## src/hw/rtl/mad_pkg.sv

```systemverilog
// shared constants and types for the magnetic anomaly detector
package mad_pkg;

  localparam int DEF_SAMPLE_BITS = 18;
  localparam int DEF_FRAC_BITS   = 16;
  localparam int NUM_AXES        = 3;

  localparam int THR_W       = 18;
  localparam int ALPHA_W     = 16;
  localparam int DEV_W       = 38;
  localparam int DEV_TDATA_W = ((DEV_W + 7) / 8) * 8;
  localparam int THR_SQ_W    = 2 * THR_W;

  localparam int CFG_IDX_W  = 2;
  localparam int CFG_DATA_W = THR_W;

  localparam logic [CFG_IDX_W-1:0] REG_THRESHOLD = 2'd0;
  localparam logic [CFG_IDX_W-1:0] REG_ALPHA     = 2'd1;

  localparam logic [THR_W-1:0]    THR_RESET    = 18'd8197;
  localparam logic [ALPHA_W-1:0]  ALPHA_RESET  = 16'd3277;
  localparam logic [THR_SQ_W-1:0] THR_SQ_RESET = THR_SQ_W'(THR_RESET) * THR_SQ_W'(THR_RESET);

  // per-lane control from the pipeline sequencer
  typedef struct packed {
    logic accept;   // a sample word enters the lanes
    logic first;    // averages not loaded yet: load and report zero
    logic adv_sq;   // squaring stage takes the lane's difference
  } lane_ctrl_t;

endpackage

```

## src/hw/rtl/mad_merge.sv

```systemverilog
// sums the lane squares, compares against the squared limit, output register
module mad_merge
  import mad_pkg::*;
#(
  parameter int SAMPLE_BITS = DEF_SAMPLE_BITS
) (
  input  logic                           clk,
  input  logic                           rst,
  input  logic [2*(SAMPLE_BITS+1)-1:0]   sq [NUM_AXES],
  input  logic [THR_SQ_W-1:0]            thr_sq,
  input  logic                           in_valid,
  output logic                           in_ready,
  output logic                           out_valid,
  input  logic                           out_ready,
  output logic                           anomaly,
  output logic [DEV_W-1:0]               dev
);

  localparam int SQ_W  = 2 * (SAMPLE_BITS + 1);
  localparam int SUM_W = SQ_W + 2;
  localparam int EXT_W = (SUM_W > DEV_W) ? SUM_W : DEV_W;

  logic [EXT_W-1:0] sum;

  always_comb begin
    sum = '0;
    for (int i = 0; i < NUM_AXES; i++) begin
      sum = sum + EXT_W'(sq[i]);
    end
  end

  assign in_ready = !out_valid || out_ready;

  always_ff @(posedge clk) begin
    if (rst) begin
      out_valid <= 1'b0;
    end else if (in_ready) begin
      out_valid <= in_valid;
    end
  end

  always_ff @(posedge clk) begin
    if (in_ready && in_valid) begin
      // compare uses the full sum, the reported value is cut to its width
      anomaly <= (sum > EXT_W'(thr_sq));
      dev     <= sum[DEV_W-1:0];
    end
  end

endmodule

```

## config.mk

```make
export PLATFORM = sky130hd
export DESIGN_NAME = mad_merge
export DESIGN_NICKNAME = d
export VERILOG_FILES = /design/src/hw/rtl/mad_pkg.sv /design/src/hw/rtl/mad_merge.sv
export SDC_FILE = /design/constraint.sdc
export NUM_CORES = 1
export LEC_CHECK = 0
export ABC_AREA = 0
export BUFFER_PORTS_ARGS = -buffer_cell sky130_fd_sc_hd__buf_2
export CAP_MARGIN = 20
export CORE_MARGIN = 2
export CORE_UTILIZATION = 28
export DETAILED_ROUTE_END_ITERATION = 7
export HOLD_SLACK_MARGIN = 0.06
export PLACE_DENSITY = 0.57
export SLEW_MARGIN = 0
export SYNTH_ARGS = -nofsm -noshare
export SYNTH_HDL_FRONTEND = slang
export SYNTH_SLANG_ARGS = --single-unit
```

## constraint.sdc

```tcl
create_clock -name clk -period 8.3 [get_ports clk]
set_input_delay 1.66 -clock clk [delete_from_list [all_inputs] [get_ports clk]]
set_output_delay 1.66 -clock clk [all_outputs]
set_load 0.1 [all_outputs]
```

After elaboration in Yosys (flattened, before gate mapping)
Cells that the tools add are included.

Register bits: 40. Bits of input ports: 154. Output and inout port bits: 41. Word-level logic and storage cells: 9.

Add/subtract/negate cells: 2. $lt $le $gt $ge: 1. Reductions and logical operators: 3.

Operators by type and width (count): 39-bit by 38-bit adder with 40-bit output (1); 40-bit by 36-bit greater-than comparator with 1-bit output (1); 38-bit by 38-bit adder with 39-bit output (1); 1-bit logical AND (1); 1-bit logical NOT (1); 1-bit logical OR (1).

Longest topological paths before layout
Depth after elaboration: 3. Mapped depth: 25. Gate-level depth less buffers: 25.

Least setup slack after synthesis
Ideal clock, no wire load.

Path kind: input to register. Start point: input sq[1] (netlist name). End point: register anomaly (data pin). Library setup time: 0.272 ns. Data arrival time: 6.034 ns. Setup slack: 1.994 ns. Stages: 25. Path buffers: 0. Path through: inv_1 -> fa_1 -> inv_1 -> ha_1 -> inv_1 -> fa_1 -> nor2b_1 -> o31ai_2 -> a211oi_1 -> a41oi_2 -> o21ai_2 -> nand3_1 -> nand2b_1 -> a311oi_1 -> xnor2_1 -> ha_1 -> a21o_1 -> a21oi_1 -> o21ai_0 -> a21oi_1 -> o211ai_1 -> or2_2 -> o211ai_1 -> o2111ai_1 -> or4_1.

Cells in the longest elaborated chain, start to end: 2.

RTL lines: from (decl) (RTL line mad_merge.sv:9) `input logic [2*(SAMPLE_BITS+1)-1:0] sq [NUM_AXES],`; 39-bit by 38-bit adder with 40-bit output (RTL line mad_merge.sv:28) `sum = sum + EXT_W'(sq[i]);`; named net sum[27] (RTL line mad_merge.sv:23) `logic [EXT_W-1:0] sum;`; 40-bit by 36-bit greater-than comparator with 1-bit output (RTL line mad_merge.sv:45) `anomaly <= (sum > EXT_W'(thr_sq));`; to (signal assigned) (RTL line mad_merge.sv:45); to (decl) (RTL line mad_merge.sv:15) `output logic anomaly,`.

The timed path passes the listed nets, and every way through them passes these cells. A chain may end at the register's enable or synchronous reset.

Worst setup path after layout
Same ends and word-level chain as after synthesis.

==> run summary <==
Chip Height: 136 um
Met3 Resource Use GR: 2.27%
I/O Buffers: 194
Total global routing overflow: 0
Post-CTS setup buffer count: 0
Max Freq: 0.149 GHz
Area contributors post-synth: edfxtp_1 (24%), ha_1 (19%), fa_1 (16%), a21oi_1 (4.9%), xnor2_1 (4.5%)
P_leak: 3.03 nW
Maximum vdd drop: 0.0000943 V
Global routing usage on met1: 18.4%
CTS tree: yes
First-pass GRT wire length: 20300 um
DRC violations left: 0
H-Tree Depth: 2
Post-synth cell types: 55
CP startpoint kind: input pin
Hold slack: 0.506 ns
Async SR Flop Fraction: 0%
Initial Util: 28.4%
Core area: 17200 um^2
CTS Buf Count: 5
Total power: 1.56 mW
Number of synthesized flops with an enable pin: 39
Fin crit share: 80.7%
Avg Cell Area, Syn: 9.94 um^2
Starting DRT DRC Count: 165
Cell taking the most area after synthesis: edfxtp_1
Compound-gate portion of the synthesized area: 19.2%
Sequential-to-total area share from yosys stat: 24.4%
Top FF cell, synth: edfxtp_1
Setup crit end kind: flip-flop
Routed WL per cell: 13.9 um
Crit path required time: 8.33 ns
Drt via density: 4.66
Number of global-route vias before repair: 4167
Commonest non-fill, non-tap cell in the layout: buf_2
Commonest cells after routing, fill and taps aside: buf_2 (194), ha_1 (73), inv_1 (57)
Crit Path Class: in -> reg
Largest family of logic cells by synthesized area: adder cells
I/O pins: 195
Unrepaired setup endpoints after global routing: false
Hold WC Path Type: reg -> reg
Clk_lat worst skew: 0.29 ns
Post-synthesis mux area share: 0%
RePlAce Congestion: 0.836
Maxcap violations: 0
Final net count: 955
Layout area overhead: 28.5%
Pin count of the biggest net entering global routing: 40
Synth top area share: 24.0%
Synth warnings: 0
Setup-failing EPs final: 0
Initial antenna violation count: 2
DR vias: 4265
Synth Cell Area: 4880 um^2
Post-cts repair resize count: 0
Power Density: 250 nW/um^2
Clock skew: 0.0136 ns
Syn_nets: 757
First-pass iteration count of the detailed router: 4
Hpwl dp: 11300 um
Final Hold Fails: 0
Final min period: 6.70 ns
Most Crowded Layer GR: met2
Die X: 136 um
Grt met2 use: 23.4%
ANT nets after route: 0
Post-Synth XOR/XNOR Area: 5.74%
CTS max path bufs: 2
Setup_tns: 0 ns
Area share of and/or/nand/nor cells after synthesis: 11.3%
Clock root buffer: clkbuf_16
Critical path peak fanout: 4
CTS Hold Bufs: 0
#FFs+latches synth: 40
Clk pin slew, worst setup/hold paths: 0.07 ns
Setup slack, reg-to-reg: 6.68 ns
Slew Limit Fails: 0
Pin slew with the least headroom to its limit: 0.979 ns
Final WL: 12800 um
Synth Area in Adders: 34.7%
Total track usage: 13.8%
Status: finished, final reports clean
Sink Count: 40
Worst path arrival time: 6.73 ns
Die area: 18500 um^2
Share of cells above drive strength 1: 31.0%
Mapped Cells: 491
Rows: 48
Slew headroom: 34.8%
==> report_power, final <==
| part | total, mW | switching (mW) | internal, mW |
|---|---|---|---|
| Combinational | 1.06 | 0.735 | 0.322 |
| Sequential | 0.308 | 0.0116 | 0.297 |
| Clock | 0.199 | 0.0871 | 0.112 |
==> stage by stage <==
step | area (um^2) | worst slack, ns | instances | util (%)
after global placement | 6120 | 1.39 | 907 | 35.6
final | 6270 | 1.60 | 916 | 36.5
after detailed placement | 6120 | 1.25 | 907 | 35.6
after CTS | 6270 | 1.53 | 915 | 36.5
after floorplan | 4880 | 1.99 | 491 | -
after global routing | 6270 | 1.06 | 916 | 36.5
==> layout make-up <==
class | instances | area, um^2
fillers | 1836 | 10900
multi-input cells | 391 | 3460
flip-flops and latches | 40 | 1190
repair buffers | 194 | 971
well taps | 225 | 282
inverters | 57 | 214
clock buffers | 5 | 125
clock inverters | 3 | 21.3
diodes | 1 | 2.50
==> sequential cells by signal (all words and copies together) (netlist names) <==
| signal | cells |
|---|---|
| dev | 38 |
| out_valid | 1 |
| anomaly | 1 |
==> cells in the mapped netlist (7+ instances only) <==
cell and count:
ha_1 73, edfxtp_1 39, a21oi_1 48, nor3_1 7
nor2_1 28, xor2_1 7, a21o_1 22, nand2_1 20
nor2b_1 10, inv_1 57, o21ai_0 22, fa_1 39
xnor2_1 25, nand3_1 17
==> final timing paths <==
check | from | endpoint | cells past startpoint
max | sq[1] | anomaly | 26
min | out_valid | out_valid | 2
max reg2reg | out_valid | dev[0] | 2
min reg2reg | out_valid | out_valid | 2
==> cell families after synthesis <==
| kind of cell | after synthesis |
|---|---|
| XOR/XNOR | 32 |
| AO/OA/AOI/OAI | 138 |
| adder cells (fa/ha/maj) | 112 |
| AND/OR/NAND/NOR | 109 |
| buffers and inverters | 60 |
| flip-flops | 40 |
==> per-layer routing <==
| layer | vias up | routed length, um |
|---|---|---|
| met2 | 138 | 6010 |
| met1 | 1944 | 5740 |
| met4 | 2 | 142 |
| li1 | 2173 | - |
| met5 | - | 13 |
| met3 | 8 | 860 |
==> worst max-delay path: stages <==
cell       delay [ns]
buf_2            0.07
inv_1            0.05
fa_1             0.49
inv_1            0.07
ha_1             0.16
inv_1            0.05
fa_1             0.40
nor2b_1          0.20
o31ai_2          0.11
a211oi_1         0.39
a41oi_2          0.23
o21ai_2          0.31
nand3_1          0.13
nand2b_1         0.13
a311oi_1         0.11
xnor2_1          0.19
ha_1             0.27
a21o_1           0.18
a21oi_1          0.15
o21ai_0          0.10
a21oi_1          0.18
o211ai_1         0.12
or2_2            0.31
o211ai_1         0.11
o2111ai_1        0.13
or4_1            0.40
Power figures use the tool's default switching activity.
