===== config.mk =====
export PLATFORM = sky130hd
export DESIGN_NAME = mad_lane
export DESIGN_NICKNAME = d
export VERILOG_FILES = /design/src/hw/rtl/mad_pkg.sv /design/src/hw/rtl/mad_lane.sv
export SDC_FILE = /design/constraint.sdc
export NUM_CORES = 2
export LEC_CHECK = 0
export BUFFER_PORTS_ARGS = -buffer_cell sky130_fd_sc_hd__buf_2
export CORE_MARGIN = 4
export CORE_UTILIZATION = 56
export DETAILED_ROUTE_END_ITERATION = 6
export PLACE_DENSITY = 0.72
export SLEW_MARGIN = 40
export SYNTH_ARGS = -nofsm -noshare
export SYNTH_HDL_FRONTEND = slang
export SYNTH_SLANG_ARGS = --single-unit

===== constraint.sdc =====
create_clock -name clk -period 30.2 [get_ports clk]
set_input_delay 3.02 -clock clk [delete_from_list [all_inputs] [get_ports clk]]
set_output_delay 3.02 -clock clk [all_outputs]
set_load 0.005 [all_outputs]

===== src/hw/rtl/mad_pkg.sv =====
// shared constants and types for the magnetic anomaly detector
package mad_pkg;

  localparam int DEF_SAMPLE_BITS = 18;
  localparam int DEF_FRAC_BITS   = 16;
  localparam int NUM_AXES        = 3;

  localparam int THR_W       = 18;
  localparam int ALPHA_W     = 16;
  localparam int DEV_W       = 38;
  localparam int DEV_TDATA_W = ((DEV_W + 7) / 8) * 8;
  localparam int THR_SQ_W    = 2 * THR_W;

  localparam int CFG_IDX_W  = 2;
  localparam int CFG_DATA_W = THR_W;

  localparam logic [CFG_IDX_W-1:0] REG_THRESHOLD = 2'd0;
  localparam logic [CFG_IDX_W-1:0] REG_ALPHA     = 2'd1;

  localparam logic [THR_W-1:0]    THR_RESET    = 18'd8197;
  localparam logic [ALPHA_W-1:0]  ALPHA_RESET  = 16'd3277;
  localparam logic [THR_SQ_W-1:0] THR_SQ_RESET = THR_SQ_W'(THR_RESET) * THR_SQ_W'(THR_RESET);

  // per-lane control from the pipeline sequencer
  typedef struct packed {
    logic accept;   // a sample word enters the lanes
    logic first;    // averages not loaded yet: load and report zero
    logic adv_sq;   // squaring stage takes the lane's difference
  } lane_ctrl_t;

endpackage


===== src/hw/rtl/mad_lane.sv =====
// one axis lane: moving average, whole-count deviation and its square
module mad_lane
  import mad_pkg::*;
#(
  parameter int SAMPLE_BITS = DEF_SAMPLE_BITS,
  parameter int FRAC_BITS   = DEF_FRAC_BITS
) (
  input  logic                           clk,
  input  logic [SAMPLE_BITS-1:0]         sample,
  input  logic [ALPHA_W-1:0]             alpha,
  input  lane_ctrl_t                     ctrl,
  output logic [2*(SAMPLE_BITS+1)-1:0]   sq
);

  localparam int AVG_W  = SAMPLE_BITS + FRAC_BITS;
  localparam int MAG_W  = SAMPLE_BITS + 1;
  localparam int PROD_W = AVG_W + 1 + ALPHA_W + 1;

  logic [AVG_W-1:0]         avg;
  logic [AVG_W-1:0]         avg_next;
  logic [AVG_W-1:0]         fixed;
  logic signed [AVG_W:0]    diff;
  logic [MAG_W-1:0]         whole;
  logic [MAG_W-1:0]         mag;
  logic [MAG_W-1:0]         mag_next;
  logic signed [PROD_W-1:0] prod;

  always_comb begin
    fixed    = {sample, {FRAC_BITS{1'b0}}};
    diff     = $signed({1'b0, fixed}) - $signed({1'b0, avg});
    // floor to whole counts: top bits of the signed difference
    whole    = diff[AVG_W:FRAC_BITS];
    mag_next = whole[MAG_W-1] ? (~whole + 1'b1) : whole;
    prod     = PROD_W'(diff) * PROD_W'($signed({1'b0, alpha}));
    // arithmetic shift by the alpha fraction width, kept to average width
    avg_next = avg + prod[ALPHA_W +: AVG_W];
  end

  always_ff @(posedge clk) begin
    if (ctrl.accept) begin
      avg <= ctrl.first ? fixed : avg_next;
      mag <= ctrl.first ? '0 : mag_next;
    end
    if (ctrl.adv_sq) begin
      sq <= {{MAG_W{1'b0}}, mag} * {{MAG_W{1'b0}}, mag};
    end
  end

endmodule


# == Word level (Yosys, flattened, before mapping) ==
# Index checks and enable logic that the tools add are counted.
# totals
register_bits,91
latch_bits,0
mem_bits_rw,0
rom_bits,0
in_bits,38
output_inout_bits,38
memories,0
# op_classes
add_sub_neg,3
mul,2
div_mod_pow,0
magnitude_cmp,0
n_eq_ne,0
n_shift,0
n_mux,2
n_bitwise,2
reduce_logical,1
# ops
operator,count
35-bit by 17-bit multiplier with 50-bit output,1
19-bit by 19-bit multiplier with 38-bit output,1
34-bit by 34-bit subtractor with 35-bit output,1
34-bit adder,1
34-bit two-way mux,1
"19-bit by 1-bit adder with 19-bit output, second input constant",1
19-bit NOT,1
18-bit two-way mux,1
2-bit OR reduction,1
1-bit NOT,1

# == Depth between registers and ports, before layout ==
# depth
word_depth,4
mapped_depth,42
ltp_nobuf,40

# == Worst setup path after synthesis ==
# OpenSTA, ideal clock, no wires.
# synth_timing
path_type,input to register
startpoint,in sample[1]
endpoint,reg avg[32] (data pin)
arrival_ns,12.261
required_time_ns,29.940
setup_slack_ns,17.679
path_stages,36
n_path_buf,3
cell_sequence,ha_1 and4b_1 clkbuf_1 a31oi_4 a21boi_0 xor2_1 clkbuf_1 clkbuf_1 nand2_1 fa_1 fa_1 fa_1 inv_1 fa_1 fa_1 inv_1 fa_1 inv_1 ha_1 nand4_1 a2111oi_0 nand2_1 a21oi_1 nor2_1 xnor2_1 ha_1 a21o_1 a21oi_1 o21ai_0 o41ai_1 o21ai_0 a311oi_1 o21bai_1 o41ai_1 xnor2_1 mux2_2
# synth_via
elab_chain_len,4
# synth_rtl
element,line,rtl
start: declaration,mad_lane.sv:9,"input logic [SAMPLE_BITS-1:0] sample,"
34-bit by 34-bit subtractor with 35-bit output,mad_lane.sv:30,"diff = $signed({1'b0, fixed}) - $signed({1'b0, avg});"
35-bit by 17-bit multiplier with 50-bit output,mad_lane.sv:34,"prod = PROD_W'(diff) * PROD_W'($signed({1'b0, alpha}));"
34-bit adder,mad_lane.sv:36,avg_next = avg + prod[ALPHA_W +: AVG_W];
34-bit two-way mux,mad_lane.sv:41,avg <= ctrl.first ? fixed : avg_next;
end signal: assignment,mad_lane.sv:41,
end: declaration,mad_lane.sv:19,logic [AVG_W-1:0] avg;
# No other way between the ends.
# A chain may end at the register's enable or synchronous reset.

# == Worst setup path in the final report ==
# layout_timing
startpoint,in sample[5]
endpoint,reg avg[32] (data pin)
# Same word-level chain as after synthesis.

==> metrics.log <==
INFO  metric ff_latch_area = between 2000 and 3000 um2
INFO  metric reg2regPathDepth = 38
INFO  metric setup-violations-final = 0
INFO  metric final_hpwl_dp = about 65,000 um
INFO  metric ctsRootBufferMaster = clkbuf_16
INFO  metric first_global_vias = about 27,000
INFO  metric final_nets = roughly 4,900
INFO  metric layout.cells.most_common_list = inv_1, fa_1, nand2_1, ha_1, and2_1
INFO  metric drt_pre_antenna_iters = 6
INFO  metric via_count_normalized_by_instance_count = around 5.4
INFO  metric avgRoutedWirePerCell = ~18 um
INFO  metric cts.clk_slew.worst_paths = roughly 90 ps
INFO  metric final_number_of_max_transition_violations = 0
INFO  metric critical_path.endpoint_type = flop
INFO  metric regToRegStartpoint = avg[5]$_SDFFCE_PP0P_
INFO  metric htreeDepth = 3
INFO  metric die_height = ~260 um
INFO  metric timing.critical_path.mode_cell = fa_1
INFO  metric dieWidth = 256.8 um
INFO  metric site_rows = 90
INFO  metric slew_headroom = between 40% and 50%
INFO  metric timing.final.crit_share = about 44%
INFO  metric start_util = between 50 and 60%
INFO  metric fmaxAchievable = 0.07505 GHz
INFO  metric port_buffers = 74
INFO  metric nFillCells = between 5,000 and 6,000
INFO  metric timing.hold.worst.class = flop to flop
INFO  metric ant_nets = 0
INFO  metric status = finished clean
INFO  metric start_kind = primary input
INFO  metric critPathMaxStageDelay = between 600 and 700 ps
INFO  metric synth-adder-area-share = a little over half
INFO  metric yosys_register_bits = 90
INFO  metric arrival = between 10,000 and 15,000 ps
INFO  metric clock_tree_from_tritoncts = done
INFO  metric ys_seq_area_share = just under 8%
INFO  metric syn_inst = approximately 3,800
INFO  metric synth-xor-area-share = 4.031%
INFO  metric syn-mean-instance-area = 9.040 um2
INFO  metric area_delta_synth_final = 4.584%
INFO  metric wl = between 80,000 and 90,000 um
INFO  metric post_synth_and_or_nand_nor_area_fraction = 14.22%
INFO  metric nets_in_the_synthesized_netlist = about 4,900
INFO  metric ff2ff_setup_slack = roughly 19,000 ps
INFO  metric post_synth_edffs = 90
INFO  metric critical-path-slowest-cell = and2_1
INFO  metric layout_min_cycle_time = 13,320 ps
INFO  metric post_synth_instance_area = 34,670 um2
INFO  metric cts_max_path_buffers = 2
INFO  metric boundaryPins = 76
INFO  metric clkLatencyLatePin = ~400 ps
INFO  metric crit-reg2reg-capture = avg[32]$_DFFE_PP_
INFO  metric max_slew.worst_pin.slew = just under 900 ps
INFO  metric layout_commonest_cell = inv_1
INFO  metric via_count = ~25,000
INFO  metric coreArea = approximately 61,000 um2
INFO  metric antenna_violations_before_repair = 4
INFO  metric synth-compound-area-share = between 6 and 7%
INFO  metric cp.required = ~30,000 ps
INFO  metric grt_first_pass_wirelength = 136,500 um
INFO  metric hold_start = avg[31]$_DFFE_PP_
INFO  metric postCtsResizedCells = 0
INFO  metric synth.mux.area_fraction = 0.1227%
INFO  metric postSynth.asyncResetShare = 0%
INFO  metric cts.repair_timing.setup_buffer_count = 0
INFO  metric multi_input_comb_area = roughly 28,000 um2
INFO  metric main_combinational_cell_family_by_area_after_synthesis = adder cells
INFO  metric unrepaired_setup_endpoints_after_global_routing = no
INFO  metric timing.hold.worst_endpoint = avg[31]$_DFFE_PP_
INFO  metric ctsHoldBuffers = 0
INFO  metric pin_count_of_the_biggest_net_entering_global_routing = 71
INFO  metric synthDistinctLibCells = between 70 and 80
INFO  metric yosys_warnings = 0
INFO  metric timing.clock.skew = approximately 18 ps
INFO  metric route.detailed.drc = 0
INFO  metric ys_dominant_reg_cell = edfxtp_1
INFO  metric cts_bufs_inserted = 9
INFO  metric finalWeightedCongestion = about 0.90
INFO  metric die_outline_area = 65,950 um2
INFO  metric totalNegativeSetupSlack = 0 ps
INFO  metric drive_gt1_share = roughly 4.4%
INFO  metric clkSinkCount = 90
INFO  metric final-hold-violation-count = 0
INFO  metric maxCapViolCount = 0
INFO  metric detail_route.iter0.violations = around 1,600
INFO  metric grt_usage = 25.81%
INFO  metric globalRoute.totalOverflow = 0
INFO  metric critical_path_class = primary input to flop
INFO  metric worst-path-max-fanout = 13
INFO  metric cell_depth_of_the_worst_hold_path = 3
## cell type report
type / instances / share of cell area, %
diodes: 1 / 0.006902
inverters: 1003 / 10.38
clock buffers: 9 / 0.6212
clock inverters: 7 / 0.1933
repair buffers: 118 / 2.008
well taps: 782 / 2.699
multi-input cells: 2612 / 76.63
flip-flops and latches: 90 / 7.454
## synthesized netlist by cell type, types with 22 or more instances
library cell | count | area (um2)
inv_1 | 1000 | 3754
fa_1 | 766 | 15330
nand2_1 | 487 | 1828
ha_1 | 295 | 3691
and2_1 | 275 | 1720
nor2_1 | 130 | 488.0
clkbuf_1 | 126 | 473.0
xnor2_1 | 103 | 902.1
a21oi_1 | 98 | 490.5
edfxtp_1 | 90 | 2703
o21ai_0 | 82 | 410.4
xor2_1 | 54 | 473.0
a21o_1 | 52 | 390.4
nor3_1 | 22 | 110.1
## state kept, by name (all words and copies together) (netlist names)
| name | count |
|---|---|
| mag | 19 |
| avg | 34 |
| sq | 37 |
## logic make-up after synthesis
family,count (synthesis)
XOR/XNOR,158
AO/OA/AOI/OAI,357
AND/OR/NAND/NOR,1031
adder cells (fa/ha/maj),1061
buffers and inverters,1133
other,1
flip-flops,90
multiplexers,4
## per-layer routing
| metal | track usage (%) | routed length [um] | up-vias |
|---|---|---|---|
| met5 | 0 | 26 | - |
| met4 | 6.228 | 1626 | 4 |
| met3 | 6.345 | 7141 | 119 |
| met2 | 41.27 | 37710 | 909 |
| met1 | 35.95 | 34610 | 12490 |
| li1 | - | - | 11440 |
## per-stage QoR
stage | std cells | utilization, % | instance area, um2 | hold WS, ps | setup WS (ps)
6_report | 4622 | 59.62 | 36260 | 864.0 | 16880
5_1_grt | 4621 | 59.62 | 36250 | 908.0 | 15960
4_1_cts | 4621 | 59.59 | 36230 | 878.3 | 16530
3_3_place_gp | 4604 | 59.02 | 35890 | 824.0 | 16220
3_5_place_dp | 4605 | 59.10 | 35940 | 840.8 | 16080
2_1_floorplan | 3835 | - | 34670 | 447.9 | 17680
## how the worst max path moves through the flow
| stage | depth (start not counted) | startpoint | endpoint |
|---|---|---|---|
| after CTS | 36 | sample[5] | avg[32]$_DFFE_PP_ |
| after floorplan | 36 | sample[1] | avg[32]$_DFFE_PP_ |
| after global placement | 36 | sample[3] | avg[32]$_DFFE_PP_ |
| after global routing | 36 | sample[3] | avg[32]$_DFFE_PP_ |
| after detailed placement | 36 | sample[5] | avg[32]$_DFFE_PP_ |
| final | 36 | sample[5] | avg[32]$_DFFE_PP_ |
## critical path, delay by kind of cell
family | cells | cell delay, ps
adder cells (fa/ha/maj) | 9 | 4050
multiplexers | 1 | 260
AO/OA/AOI/OAI | 16 | 4490
AND/OR/NAND/NOR | 4 | 1180
XOR/XNOR | 2 | 270
buffers and inverters | 4 | 250
Power is left out: the tool's default activity adds up to more than one toggle a clock period on the data nets, which glitch-free logic cannot reach.
